$ cat config.mk
export PLATFORM = sky130hd
export DESIGN_NAME = ipv4_dotted_address_parser_unit
export DESIGN_NICKNAME = d
export VERILOG_FILES = /design/src/hw/rtl/ipv4p_pkg.sv /design/src/hw/rtl/ipv4p_step.sv /design/src/hw/rtl/ipv4_dotted_address_parser_unit.sv
export SDC_FILE = /design/constraint.sdc
export NUM_CORES = 1
export LEC_CHECK = 0
export BUFFER_PORTS_ARGS = -buffer_cell sky130_fd_sc_hd__buf_2
export CORE_ASPECT_RATIO = 0.7
export CORE_MARGIN = 2
export CORE_UTILIZATION = 45
export DETAILED_ROUTE_END_ITERATION = 10
export SLEW_MARGIN = 0
export SYNTH_ARGS = -nofsm -noshare
export SYNTH_HDL_FRONTEND = slang
export SYNTH_SLANG_ARGS = --single-unit
$ cat constraint.sdc
create_clock -name clock -period 6.8 [get_ports clock]
set_input_delay 1.36 -clock clock [delete_from_list [all_inputs] [get_ports clock]]
set_output_delay 1.36 -clock clock [all_outputs]
set_load 0.005 [all_outputs]
$ cat src/hw/rtl/ipv4p_pkg.sv
// Package: types, character codes and limits shared by the IPv4 dotted-address parser.
`timescale 1ns / 1ps
package ipv4p_pkg;

   localparam int CH_W   = 8;
   localparam int ADDR_W = 32;
   localparam int PART_W = 8;
   localparam int NPARTS = 3;

   localparam logic [CH_W-1:0] CH_NUL   = 8'h00;
   localparam logic [CH_W-1:0] CH_ZERO  = 8'h30;
   localparam logic [CH_W-1:0] CH_NINE  = 8'h39;
   localparam logic [CH_W-1:0] CH_DOT   = 8'h2e;
   localparam logic [CH_W-1:0] CH_SPACE = 8'h20;
   localparam logic [CH_W-1:0] CH_TAB   = 8'h09;
   localparam logic [CH_W-1:0] CH_CR    = 8'h0d;
   localparam logic [CH_W-1:0] CH_LX    = 8'h78;
   localparam logic [CH_W-1:0] CH_UX    = 8'h58;
   localparam logic [CH_W-1:0] CH_LA    = 8'h61;
   localparam logic [CH_W-1:0] CH_LF    = 8'h66;
   localparam logic [CH_W-1:0] CH_UA    = 8'h41;
   localparam logic [CH_W-1:0] CH_UF    = 8'h46;

   localparam logic [ADDR_W-1:0] LIM_8  = 32'h0000_00ff;
   localparam logic [ADDR_W-1:0] LIM_16 = 32'h0000_ffff;
   localparam logic [ADDR_W-1:0] LIM_24 = 32'h00ff_ffff;

   typedef enum logic [1:0] {
      PH_START  = 2'd0,
      PH_ZERO   = 2'd1,
      PH_DIGITS = 2'd2
   } phase_type;

   typedef enum logic [1:0] {
      RX_DEC = 2'd0,
      RX_OCT = 2'd1,
      RX_HEX = 2'd2
   } radix_type;

   typedef struct packed {
      phase_type                      phase;
      radix_type                      radix;
      logic [ADDR_W-1:0]              accum;
      logic                           ovf;
      logic [NPARTS-1:0][PART_W-1:0]  parts;
      logic [1:0]                     count;
      logic                           skip;
   } state_type;

   typedef struct packed {
      logic              emit;
      logic              accepted;
      logic [ADDR_W-1:0] address;
   } verdict_type;

endpackage

$ cat src/hw/rtl/ipv4p_step.sv
// Per-character next-state and verdict logic of the IPv4 dotted-address parser.
`timescale 1ns / 1ps
module ipv4p_step (
   input  ipv4p_pkg::state_type   cur,
   input  logic [7:0]             ch,
   output ipv4p_pkg::state_type   nxt,
   output ipv4p_pkg::verdict_type vrd
);
   import ipv4p_pkg::*;

   logic              go;
   logic              is_dig;
   logic              is_hexl;
   logic              is_hexu;
   logic              is_ws;
   logic [3:0]        dval;
   logic [ADDR_W+3:0] prod;
   logic [ADDR_W+3:0] sum;
   logic              fin_ok;
   logic [ADDR_W-1:0] fin_res;

   // finish of the string on NUL or whitespace
   always_comb begin
      fin_ok  = !cur.ovf;
      fin_res = cur.accum;
      case (cur.count)
         2'd0: begin
            fin_res = cur.accum;
         end
         2'd1: begin
            if (cur.accum > LIM_24) fin_ok = 1'b0;
            fin_res = cur.accum | {cur.parts[0], 24'd0};
         end
         2'd2: begin
            if (cur.accum > LIM_16) fin_ok = 1'b0;
            fin_res = cur.accum | {cur.parts[0], cur.parts[1], 16'd0};
         end
         default: begin
            if (cur.accum > LIM_8) fin_ok = 1'b0;
            fin_res = cur.accum | {cur.parts[0], cur.parts[1], cur.parts[2], 8'd0};
         end
      endcase
   end

   always_comb begin
      nxt     = cur;
      vrd     = '0;
      go      = 1'b1;
      is_dig  = 1'b0;
      is_hexl = 1'b0;
      is_hexu = 1'b0;
      is_ws   = 1'b0;
      dval    = '0;
      prod    = '0;
      sum     = '0;
      if (cur.skip) begin
         if (ch == CH_NUL) nxt.skip = 1'b0;
      end else begin
         case (cur.phase)
            PH_START: begin
               nxt.accum = '0;
               nxt.ovf   = 1'b0;
               if (ch == CH_ZERO) begin
                  nxt.phase = PH_ZERO;
                  nxt.radix = RX_OCT;
                  go        = 1'b0;
               end else begin
                  nxt.radix = RX_DEC;
                  nxt.phase = PH_DIGITS;
               end
            end
            PH_ZERO: begin
               nxt.phase = PH_DIGITS;
               if (ch == CH_LX || ch == CH_UX) begin
                  nxt.radix = RX_HEX;
                  go        = 1'b0;
               end else begin
                  nxt.radix = RX_OCT;
               end
            end
            default: ;
         endcase

         is_dig  = (ch >= CH_ZERO) && (ch <= CH_NINE);
         is_hexl = (nxt.radix == RX_HEX) && (ch >= CH_LA) && (ch <= CH_LF);
         is_hexu = (nxt.radix == RX_HEX) && (ch >= CH_UA) && (ch <= CH_UF);
         is_ws   = (ch == CH_SPACE) || (ch inside {[CH_TAB:CH_CR]});
         if (is_dig)       dval = 4'(ch - CH_ZERO);
         else if (is_hexl) dval = 4'(ch - CH_LA + 8'd10);
         else              dval = 4'(ch - CH_UA + 8'd10);

         case (nxt.radix)
            RX_HEX:  prod = {nxt.accum, 4'd0};
            RX_OCT:  prod = {1'b0, nxt.accum, 3'd0};
            default: prod = {1'b0, nxt.accum, 3'd0} + {3'd0, nxt.accum, 1'b0};
         endcase
         sum = prod + {{ADDR_W{1'b0}}, dval};

         if (go) begin
            if (is_dig || is_hexl || is_hexu) begin
               if (sum[ADDR_W+3:ADDR_W] != '0) nxt.ovf = 1'b1;
               nxt.accum = sum[ADDR_W-1:0];
            end else if (ch == CH_DOT) begin
               if (cur.count == 2'd3 || nxt.accum > LIM_8 || nxt.ovf) begin
                  vrd.emit  = 1'b1;
                  nxt.phase = PH_START;
                  nxt.radix = RX_DEC;
                  nxt.accum = '0;
                  nxt.ovf   = 1'b0;
                  nxt.count = '0;
                  nxt.skip  = 1'b1;
               end else begin
                  for (int i = 0; i < NPARTS; i++) begin
                     if (cur.count == 2'(i)) nxt.parts[i] = nxt.accum[PART_W-1:0];
                  end
                  nxt.count = cur.count + 2'd1;
                  nxt.phase = PH_START;
                  nxt.radix = RX_DEC;
                  nxt.accum = '0;
                  nxt.ovf   = 1'b0;
               end
            end else begin
               vrd.emit = 1'b1;
               if (ch == CH_NUL || is_ws) begin
                  vrd.accepted = fin_ok;
                  vrd.address  = fin_ok ? fin_res : '0;
               end
               nxt.phase = PH_START;
               nxt.radix = RX_DEC;
               nxt.accum = '0;
               nxt.ovf   = 1'b0;
               nxt.count = '0;
               nxt.skip  = (ch != CH_NUL);
            end
         end
      end
   end

endmodule

$ cat src/hw/rtl/ipv4_dotted_address_parser_unit.sv
// Top level: IPv4 dotted-address parser with input register and result register.
`timescale 1ns / 1ps
// Usage:
//   req_* carries one character per beat (0 ends a string). rsp_* carries one
//   verdict beat per string: accepted flag and the host-order address (zero
//   when rejected). Characters after a verdict not raised by a NUL are dropped up
//   to and including the next NUL, then parsing restarts.
//   A character accepted into the input register is parsed by the step logic;
//   its verdict is written into the result register and shown on rsp_*.
//   Throughput: one character per cycle while rsp_* is not stalled; the parser
//   state updates in a single pass of the step logic per beat.
//   Stall: while rsp_tvalid is high and rsp_tready low, the verdict holds and
//   one more character waits in the input register; req_tready then drops.
//   Reset: synchronous, active high; clears the parse state and both
//   registers' valid flags, so the next character starts a new string.
module ipv4_dotted_address_parser_unit (
   input  logic        clock,
   input  logic        reset,
   input  logic        req_tvalid,
   output logic        req_tready,
   input  logic [7:0]  req_tdata,    // [7:0] ch
   output logic        rsp_tvalid,
   input  logic        rsp_tready,
   output logic [39:0] rsp_tdata     // [0] accepted, [32:1] address, [39:33] zero
);
   import ipv4p_pkg::*;

   logic              in_vld_ff,  in_vld_in;
   logic [CH_W-1:0]   in_ch_ff,   in_ch_in;
   state_type         st_ff,      st_in;
   logic              out_vld_ff, out_vld_in;
   logic              out_acc_ff, out_acc_in;
   logic [ADDR_W-1:0] out_addr_ff, out_addr_in;

   state_type         st_nxt;
   verdict_type       vrd;
   logic              proc;

   ipv4p_step u_step (
      .cur (st_ff),
      .ch  (in_ch_ff),
      .nxt (st_nxt),
      .vrd (vrd)
   );

   always_comb begin
      proc        = in_vld_ff && (!out_vld_ff || rsp_tready);
      req_tready  = !in_vld_ff || proc;
      in_vld_in   = in_vld_ff;
      in_ch_in    = in_ch_ff;
      st_in       = st_ff;
      out_vld_in  = out_vld_ff && !rsp_tready;
      out_acc_in  = out_acc_ff;
      out_addr_in = out_addr_ff;
      if (proc) in_vld_in = 1'b0;
      if (req_tvalid && req_tready) begin
         in_vld_in = 1'b1;
         in_ch_in  = req_tdata;
      end
      if (proc) begin
         st_in = st_nxt;
         if (vrd.emit) begin
            out_vld_in  = 1'b1;
            out_acc_in  = vrd.accepted;
            out_addr_in = vrd.address;
         end
      end
   end

   always_ff @(posedge clock) begin
      if (reset) begin
         in_vld_ff   <= 1'b0;
         out_vld_ff  <= 1'b0;
         st_ff.phase <= PH_START;
         st_ff.radix <= RX_DEC;
         st_ff.accum <= '0;
         st_ff.ovf   <= 1'b0;
         st_ff.parts <= '0;
         st_ff.count <= '0;
         st_ff.skip  <= 1'b0;
      end else begin
         in_vld_ff   <= in_vld_in;
         out_vld_ff  <= out_vld_in;
         st_ff.phase <= st_in.phase;
         st_ff.radix <= st_in.radix;
         st_ff.accum <= st_in.accum;
         st_ff.ovf   <= st_in.ovf;
         st_ff.parts <= st_in.parts;
         st_ff.count <= st_in.count;
         st_ff.skip  <= st_in.skip;
      end
   end

   always_ff @(posedge clock) begin
      in_ch_ff    <= in_ch_in;
      out_acc_ff  <= out_acc_in;
      out_addr_ff <= out_addr_in;
   end

   assign rsp_tvalid = out_vld_ff;
   assign rsp_tdata  = {7'd0, out_addr_ff, out_acc_ff};

endmodule
# == Word-level counts from Yosys, hierarchy flattened ==
# Cells that the tools add are included.
# classes
n_addsub,8
multipliers,0
div_mod_pow,0
order_cmp,12
eq_ne,11
shifts,0
mux,46
n_bitwise,9
n_reduce_logical,36
# ops
cell,n
33-bit 2-to-1 mux,5
34-bit 2-to-1 mux,3
32-bit OR,3
32-bit case mux with 3 select lines,1
36-bit case mux with 2 select lines,1
"32-bit by 8-bit > comparator with 1-bit output, second input constant",2
64-bit 2-to-1 mux,1
24-bit 2-to-1 mux,2
35-bit by 33-bit adder with 36-bit output,1
36-bit by 4-bit adder with 36-bit output,1
36-bit 2-to-1 mux,1
"32-bit by 16-bit > comparator with 1-bit output, second input constant",1
"32-bit by 24-bit > comparator with 1-bit output, second input constant",1
32-bit 2-to-1 mux,1
27-bit 2-to-1 mux,1
"8-bit by 6-bit == test with 1-bit output, second input constant",3
4-bit 2-to-1 mux,6
8-bit 2-to-1 mux,3
7-bit AND reduction,3
"8-bit by 7-bit == test with 1-bit output, second input constant",2
"8-bit by 7-bit greater-or-equal comparator with 1-bit output, second input constant",2
"8-bit by 7-bit <= comparator with 1-bit output, second input constant",2
1-bit 2-to-1 mux,15
"4-bit by 1-bit subtractor with 4-bit output, second input constant",3
other kinds (26),58
# word_totals
reg_bits,107
latch_bits,0
ram_bits,0
mem_bits_ro,0
input_bits,12
output_inout_bits,42
wordCells,136
mem_count,0

# == Logic depth before layout (Yosys ltp) ==
# logic_depth
depth_word,17
mapped_depth,26
depth_no_buf,18

# == Hierarchy ==
# From an unflattened synthesis, not the netlist that was laid out.
# hier_totals
hier_cells,1398
hier_area_um2,10720.3
# modules_own_cells
mod,instances,cells_per_inst,area_each_um2,seq_area_each_um2
ipv4p_step,1,1059,6406.1,0.0
ipv4_dotted_address_parser_unit,1,339,4314.1,2552.4

# == Worst setup path after synthesis ==
# OpenSTA, ideal clock, no wires.
# synth_timing
path_kind,register to register
start,register st_ff[62] (netlist bit)
end,register st_ff[27] (netlist bit)
setup_time_ns,0.122
arrival_ns,5.134
t_required_ns,6.678
slack_ns,1.544
stages_incl_launch_ff,25
path_buffers,10
period_less_slack_ns,5.256
path_cell_list,dfxtp_1 -> buf_4 -> nor2_2 -> buf_2 -> buf_4 -> buf_2 -> clkbuf_1 -> and3_1 -> a211o_1 -> inv_1 -> ha_1 -> clkbuf_1 -> clkbuf_1 -> clkbuf_1 -> clkbuf_1 -> clkbuf_1 -> nand2_1 -> o21ai_0 -> ha_1 -> a21oi_1 -> nor2_1 -> nand3_1 -> or4_1 -> a31oi_1 -> o21ai_1
# synth_between
elab_chain_len,14
word_cells_on_any_way,27
cone_classes,add/sub: 2; eq/ne: 3; mux: 14; reduce/logical: 8
# synth_lines
element,line,rtl
from (decl),ipv4_dotted_address_parser_unit.sv:30,"state_type st_ff, st_in;"
"parallel branches: the longest is 13 deep, another holds 35-bit by 33-bit adder with 36-bit output",-,
64-bit 2-to-1 mux *,ipv4p_step.sv:99,if (go) begin
# Every way passes the cells marked *. The select of a mux whose other input is x is not followed.
# A chain may end at the register's enable or synchronous reset.

# == Worst setup path after layout ==
# layout_timing
start,register st_ff[63] (netlist bit)
end,register st_ff[27] (netlist bit)
# The elaborated chain is that of the path after synthesis.

==> flow_summary_export.csv <==
group,metric,value,unit
run_status,status,"finished, final reports clean",
worst_setup_path,startpoint_type,"flop",
job,max-cap-violations,0,
global_route,grt_pass1_wl,47.1,mm
timing,rsz0062_at_grt,"no",
power_and_ir_drop,p_leak,0.00336,uW
global_route,grt.overflow.total,0,
die,fp.dieArea,21800,um^2
yosys,yosys_register_bits,107,
layout,drive_gt1_share,8.89,%
cts,numCtsBuffers,9,
layout,area_delta_synth_final,5.11,%
die,ios,54,
routing,viasPerCell,6.37,
global_route,antenna_found_initial,0,
timing,finalSetupViolations,0,
worst_setup_path,critPathCaptureType,"flop",
power_and_ir_drop,peakVddDrop,120,uV
routing,vias,9393,
yosys,netlist_instances,1233,
cts,cts_root_buf,"clkbuf_16",
layout,n_antenna_cell,0,
placement,gp_congestion,0.993,
yosys,yosys_warnings,0,
worst_setup_path,critPathRequiredTime,7030,ps
yosys,synth_ff_type,"dfxtp_1",
routing,postRouteAntennaNets,0,
cts,hold_buffers,0,
timing,post-route-period-util,81.8,%
timing,worst_slack,1240,ps
die,start_util,46.3,%
timing,fin_worst_skew,8.73,ps
cts,cts_resized,0,
cts,clk_latency,350,ps
routing,routedWlPerCell,20.3,um
cts,cts_buffer_depth,2,
yosys,synth_area_leaders,"dfxtp_1, edfxtp_1, nor2_1",
power_and_ir_drop,power_density,127,nW/um^2
yosys,synth_area_leader_cell,"dfxtp_1",
layout,final_nets,1233,
cts,clock-sinks,107,
yosys,syn_area_per_cell,7.51,um^2
timing,timing.slew.headroom,33.2,%
global_route,grt_max_degree,63,
routing,dr.pass1.iters,7,
placement,dp_hpwl,21.4,mm
yosys,ys_types,94,
cts,post-cts-setup-buffers,0,
cts,cts_max_level,3,
placement,dp_slack,1460,ps
timing,hold_viol,0,
yosys,synth-edff-count,41,
global_route,grt_usage,27.3,%
yosys,synth-seq-area-share,27.6,%
timing,max_freq,0.180,GHz
hold_path,worst_hold_path_type,"reg2reg",
yosys,synth_top_area_share,14.3,%
yosys,async_flop_share,0,%
layout,multi_input_area,6110,um^2
die,num_rows,43,
timing,tightestPinTransition,1000,ps
layout,regArea,2550,um^2
placement,io_buffers,46,
die,fp.dieW,175,um
timing,tns,0,ps
layout,utilization,48.6,%
cts,clkTransAtPathRegs,70,ps
timing,fin_crit,5560,ps
die,core,20000,um^2
timing,slew_viol_final,0,
routing,drtIter0Drc,1075,
worst_setup_path,critical_path_peak_fanout,43,
yosys,syn_area,9260,um^2
worst_setup_path,worst-setup-path-type,"reg2reg",
die,die_h,124,um
global_route,grt_pass1_vias,8101,
layout,fill_cells,2050,
worst_setup_path,critPathArrivalTime,5790,ps
cts,tritoncts,"built",
routing,wl,30.0,mm
routing,drc,0,
[cell families after synthesis]
group,synth area share [%]
multiplexers,1.39
AO/OA/AOI/OAI,29.1
adder cells (fa/ha/maj),3.28
buffers and inverters,6.85
flip-flops,27.6
AND/OR/NAND/NOR,25.5
XOR/XNOR,6.32
other,0.0405
[report_power, final]
group	switching [uW]	internal, uW
Sequential	11.7	677
Clock	219	247
Combinational	55.6	21.7
Total	286	946
[cell usage after synthesis (14+ instances only)]
master and number:
nor2_1 184, nor3_1 32, clkbuf_1 72, and2_1 20
buf_2 15, a22oi_1 47, nand3_1 29, dfxtp_1 66
edfxtp_1 41, o22ai_1 17, o211ai_1 14, xnor2_1 36
inv_1 34, xor2_1 29, nand4_1 15, ha_1 21
nor4_1 15, nand2_1 97, a21oi_1 99, and3_1 16
o21ai_0 74
[per-layer routing]
metal | vias up | global-route usage (%) | wire, um
li1 | 4433 | - | -
met2 | 445 | 38.8 | 12300
met1 | 4477 | 42.4 | 14700
met3 | 38 | 5.37 | 2630
met4 | 0 | 4.91 | 412
met5 | - | 0 | 0
[flip-flops by register name, summed over array words and instances (netlist names)]
name,cells
st_ff,64
out_acc_ff,1
rsp_tvalid,1
in_vld_ff,1
out_addr_ff,32
in_ch_ff,8
[critical path, cell delays in order, from the launching register on]
cell      delay (ps)
dfxtp_1          970
or2_1            370
buf_4            470
and2_1           230
ha_1             280
o21ai_0          200
nor2_1           250
and4_1           310
nor4b_1          560
a211oi_1         230
and3_1           230
o32ai_1          360
nand4_1          170
or4_1            530
a31oi_1          160
o21ai_1           90
[worst paths after layout]
path	from	to	slack [ps]	cells past startpoint
max	st_ff[63]	st_ff[27]	1240	15
min	st_ff[17]	st_ff[17]	490	2
max reg2reg	st_ff[63]	st_ff[27]	1240	15
min reg2reg	st_ff[17]	st_ff[17]	490	2
[final cells by class]
cell class                 instances  area share [%]
clock buffer                      13            2.47
clock inverter                     3           0.167
multi-input combinational        985            62.8
sequential                       107            26.2
timing repair buffer              62            3.60
tap                              270            3.47
inverter                          34            1.31
[metrics by stage]
step | instance area [um^2] | hold WS [ps] | total power [uW] | instances
after global placement | 9480 | 465 | 778 | 1458
final | 9730 | 489 | 1230 | 1474
after global routing | 9730 | 503 | 1280 | 1474
after floorplan | 9280 | 454 | 752 | 1239
after detailed placement | 9480 | 473 | 779 | 1458
after CTS | 9730 | 490 | 1240 | 1474
[layout by cell type (no fill, tap or decap), types with 6 or more instances in the layout]
master / instances
dfxtp_1: 66
o21a_1: 10
and3_1: 16
nand2b_1: 11
clkbuf_16: 9
and2_1: 20
o211ai_1: 14
a21oi_1: 99
nor4_1: 15
o21ai_0: 74
or3_1: 9
xor2_1: 29
o22ai_1: 17
a31oi_1: 9
xnor2_1: 36
nand4_1: 15
buf_2: 46
a221oi_1: 7
a211oi_1: 12
a311oi_1: 6
nand3_1: 29
edfxtp_1: 41
conb_1: 7
a22oi_1: 47
mux2i_1: 8
nor3_1: 32
nor2_1: 184
o32ai_1: 6
inv_1: 34
buf_4: 16
o211a_1: 6
nand2_1: 97
a21o_1: 10
a22o_1: 11
ha_1: 21
No activity file was read; power rests on OpenSTA's default activity.
